[config.mk]
export PLATFORM = sky130hd
export DESIGN_NAME = krb_ram
export DESIGN_NICKNAME = d
export VERILOG_FILES = /design/src/hdl/krb_ram.sv
export SDC_FILE = /design/constraint.sdc
export NUM_CORES = 1
export LEC_CHECK = 0
export BUFFER_PORTS_ARGS = -buffer_cell sky130_fd_sc_hd__buf_2
export CAP_MARGIN = 20
export CORE_ASPECT_RATIO = 0.75
export CORE_MARGIN = 8
export CORE_UTILIZATION = 60
export DETAILED_ROUTE_END_ITERATION = 8
export PLACE_DENSITY = 0.78
export SKIP_LAST_GASP = 1
export SYNTH_ARGS = -nofsm -noshare
export SYNTH_HDL_FRONTEND = slang
export SYNTH_SLANG_ARGS = --single-unit
[constraint.sdc]
create_clock -name i_clk -period 3.7 [get_ports i_clk]
set_input_delay 0.74 -clock i_clk [delete_from_list [all_inputs] [get_ports i_clk]]
set_output_delay 0.74 -clock i_clk [all_outputs]
set_load 0.005 [all_outputs]
[src/hdl/krb_ram.sv]
module krb_ram #(
    parameter int WIDTH = 8,
    parameter int DEPTH = 16
) (
    input  logic                                  i_clk,
    input  logic                                  i_we,
    input  logic [(DEPTH > 1 ? $clog2(DEPTH) : 1)-1:0] i_waddr,
    input  logic [WIDTH-1:0]                      i_wdata,
    input  logic [(DEPTH > 1 ? $clog2(DEPTH) : 1)-1:0] i_raddr,
    output logic [WIDTH-1:0]                      o_rdata
);

    logic [WIDTH-1:0] r_mem [DEPTH];

    always_ff @(posedge i_clk) begin
        if (i_we) begin
            r_mem[i_waddr] <= i_wdata;
        end
        o_rdata <= r_mem[i_raddr];
    end

endmodule

==> summary.md <==
| Metric | Value |
|---|---|
| Via Count | `roughly 2400` |
| Core box area | `approximately 8400 sq um` |
| Clock transition at the registers of the reported paths | `approximately 0.050 ns` |
| Post-synthesis cell area | `about 5000 sq um` |
| Crit start category | `input port` |
| Max-cap violations | `0` |
| Residual DRC count | `0` |
| Static leakage | `around 2 nW` |
| Die H | `96.22 um` |
| Total track usage | `0.1819` |
| Total global routing overflow | `0` |
| Clock sinks | `about 140` |
| Setup slack, reg-to-reg | `2.27 ns` |
| Clk_lat worst skew | `0.41 ns` |
| Status | `completed` |
| Mean Syn Cell Area | `22.48 sq um` |
| Worst Path Arrival | `about 2.5 ns` |
| Antenna violations before repair | `0` |
| Number of antenna diodes | `0` |
| CP top delay family | `buffers and inverters` |
| Unrepaired setup endpoints after global routing | `no` |
| Max transition margin | `0.3843` |
| Final antenna-violating net count | `0` |
| Bufs and invs on worst path | `2` |
| Final core utilization | `0.7082` |
| Pins Over Slew Limit | `0` |
| R2R cell count | `3` |
| Post-cts repair resize count | `0` |
| Cell area after layout | `between 5000 and 6000 sq um` |
| Vias in the first global route | `between 2000 and 2500` |
| Cells after Synth | `between 200 and 250` |
| Port Buf Inserts | `25` |
| Skew final | `approximately 0.0076 ns` |
| Final worst path period need | `between 2 and 2.5 ns` |
| Pin count of the biggest net entering global routing | `33` |
| Worst-Margin Slew | `roughly 0.92 ns` |
| Required time of the critical path | `about 4 ns` |
| Sequential-to-total area share from yosys stat | `0.7778` |
| Die width | `around 120 um` |
| Initial detailed-routing violation count | `~260` |
| Final Hold Fails | `0` |
| Kind of critical path | `in2reg` |
| Nets | `between 200 and 300` |
| Yosys reg bits | `between 100 and 150` |
| Final Cycle Share | `0.6041` |
| FP Rows | `29` |
| Num CTS Buffers | `17` |
| Power Total | `about 3.5 mW` |
| PD cells | `slightly below 600 nW/um^2` |
| Initial Utilization | `0.6141` |
| Hold WC Path Type | `reg2reg` |
| VDD IR max | `~0.43 mV` |
| WL per Instance | `24.83 um` |
| CP max FO | `24` |
| CP Capture Type | `flip-flop` |
| Synth-to-Final Area Change | `15.31%` |
| CTS tree | `built` |
| Total Wirelength | `about 9700 um` |
| Gpl congestion | `between 0.7 and 0.8` |
| CTS H-tree lvls | `4` |
| Number of hold buffers added after cts | `0` |
| Post CTS Setup Buffer Count | `0` |
| Hold EP | `o_rdata[4]` |
| DRT Pass-1 Iters | `6` |
| HP Start | `r_mem[15][4]` |
| Synthesized net count | `around 250` |
| Setup_tns | `0 ns` |
| Yosys cell types | `19` |
| Max incr delay on CP | `0.59 ns` |
| Placed cell area | `roughly 5400 sq um` |
| Worst R2R End | `o_rdata[7]` |
| IO Pins | `26` |
| Longest Clk Path Bufs | `2` |
| Hold-critical path depth | `3` |
| Max Clock Freq | `447.4 MHz` |
| First-pass GRT wire length | `roughly 14000 um` |
| Share of layout cells above drive strength 1 | `0.2660` |
| Die ar. | `between 10000 and 15000 sq um` |
| Endpoints failing setup | `0` |
| Dpl hpwl | `~6000 um` |
| CP max stage cell | `buf_2` |
| Critical Path, Cell by Cell | `buf_2 -> buf_4 -> mux4_1 -> a22oi_1 -> nand2_1` |
| Vias per Instance | `6.215` |
| Yosys warns | `0` |
| R2R Path Start | `r_mem[3][7]` |
| Root buffer cell | `clkbuf_16` |
[cell type report]
class	instances	area [sq um]
well taps	108	135.1
clock buffers	20	436.7
fillers	477	2446
flip-flops and latches	136	4004
repair buffers	31	170.2
multi-input cells	83	1057
clock inverters	12	132.6
[logic make-up after synthesis]
kind of cell    after synthesis  share of synthesized area
compound gates               16                    0.02334
buf+inv                      10                    0.01677
flops                       136                     0.7778
mux                          32                     0.1502
simple gates                 35                    0.03184
[Yosys cell counts]
cell | instances | area [sq um]
nand3_1 | 1 | 5.000
nor2b_1 | 1 | 6.260
nand2_1 | 9 | 33.78
nand3b_1 | 2 | 15.01
and2b_1 | 1 | 7.510
buf_2 | 3 | 15.01
nor3_1 | 4 | 20.02
a22oi_1 | 16 | 120.1
clkdlybuf4s25_2 | 3 | 30.03
mux4_2 | 18 | 405.4
buf_6 | 3 | 33.78
mux4_1 | 14 | 367.9
buf_4 | 1 | 7.510
edfxtp_1 | 128 | 3844
or3b_2 | 1 | 8.760
dfxtp_1 | 8 | 160.2
nand2b_1 | 2 | 12.51
nor2_1 | 13 | 48.80
and2_1 | 1 | 6.260
[metal layers]
metal | part of all wire | vias up | wire length, um | track usage
li1 | - | 1051 | - | -
met1 | 0.44 | 1241 | 4241 | 0.2467
met2 | 0.47 | 120 | 4529 | 0.2637
met3 | 0.083 | 12 | 805 | 0.06038
met4 | 0.011 | 0 | 108 | 0.08595
met5 | 0 | - | 0 | 0
[per-stage QoR]
stage          std cells  hold WS (ns)  setup WS, ns
2_1_floorplan        229        0.6293         1.467
3_3_place_gp         358        0.6529         1.106
3_5_place_dp         358        0.6671         1.047
4_1_cts              390        0.6795         1.445
5_1_grt              390        0.7082         1.348
6_report             390        0.6700         1.465
[cell usage in the layout (no fill, tap or decap), types with 2 or more instances in the layout]
master     count
mux4_2        18
a22oi_1       16
mux4_1        14
nand2_1        9
buf_4          6
edfxtp_1     128
dfxtp_1        8
nor2_1        13
clkinv_1       4
clkinv_2       4
clkbuf_16     17
clkbuf_1       3
nand3b_1       2
buf_2         25
nand2b_1       2
bufinv_16      3
nor3_1         4
[tightest hold or removal path: stages (launching register included)]
cell and delay (ns):
edfxtp_1 0.31, mux4_2 0.22, a22oi_1 0.06, nand2_1 0.05
[power breakdown]
| group | leakage [nW] | total [mW] | internal (mW) | switching (mW) |
|---|---|---|---|---|
| clock | 0.277 | 1.62 | 1.04 | 0.580 |
| combinational | 0.501 | 0.149 | 0.0631 | 0.0863 |
| sequential | 1.22 | 1.74 | 1.72 | 0.0122 |
[flip-flops by register name, indices dropped and copies added, names as in the netlist]
register / count
r_mem: 128
o_rdata: 8
[worst max-delay path by stage]
stage / startpoint / to / slack [ns] / depth (start not counted)
2_1_floorplan: i_waddr[2] / r_mem[0][0] / 1.47 / 2
3_3_place_gp: i_raddr[0] / o_rdata[1] / 1.11 / 5
3_5_place_dp: i_raddr[0] / o_rdata[3] / 1.05 / 5
4_1_cts: i_raddr[0] / o_rdata[1] / 1.45 / 5
5_1_grt: i_raddr[0] / o_rdata[1] / 1.35 / 5
6_report: i_raddr[0] / o_rdata[1] / 1.46 / 5
(Power assumes the default switching activity.)
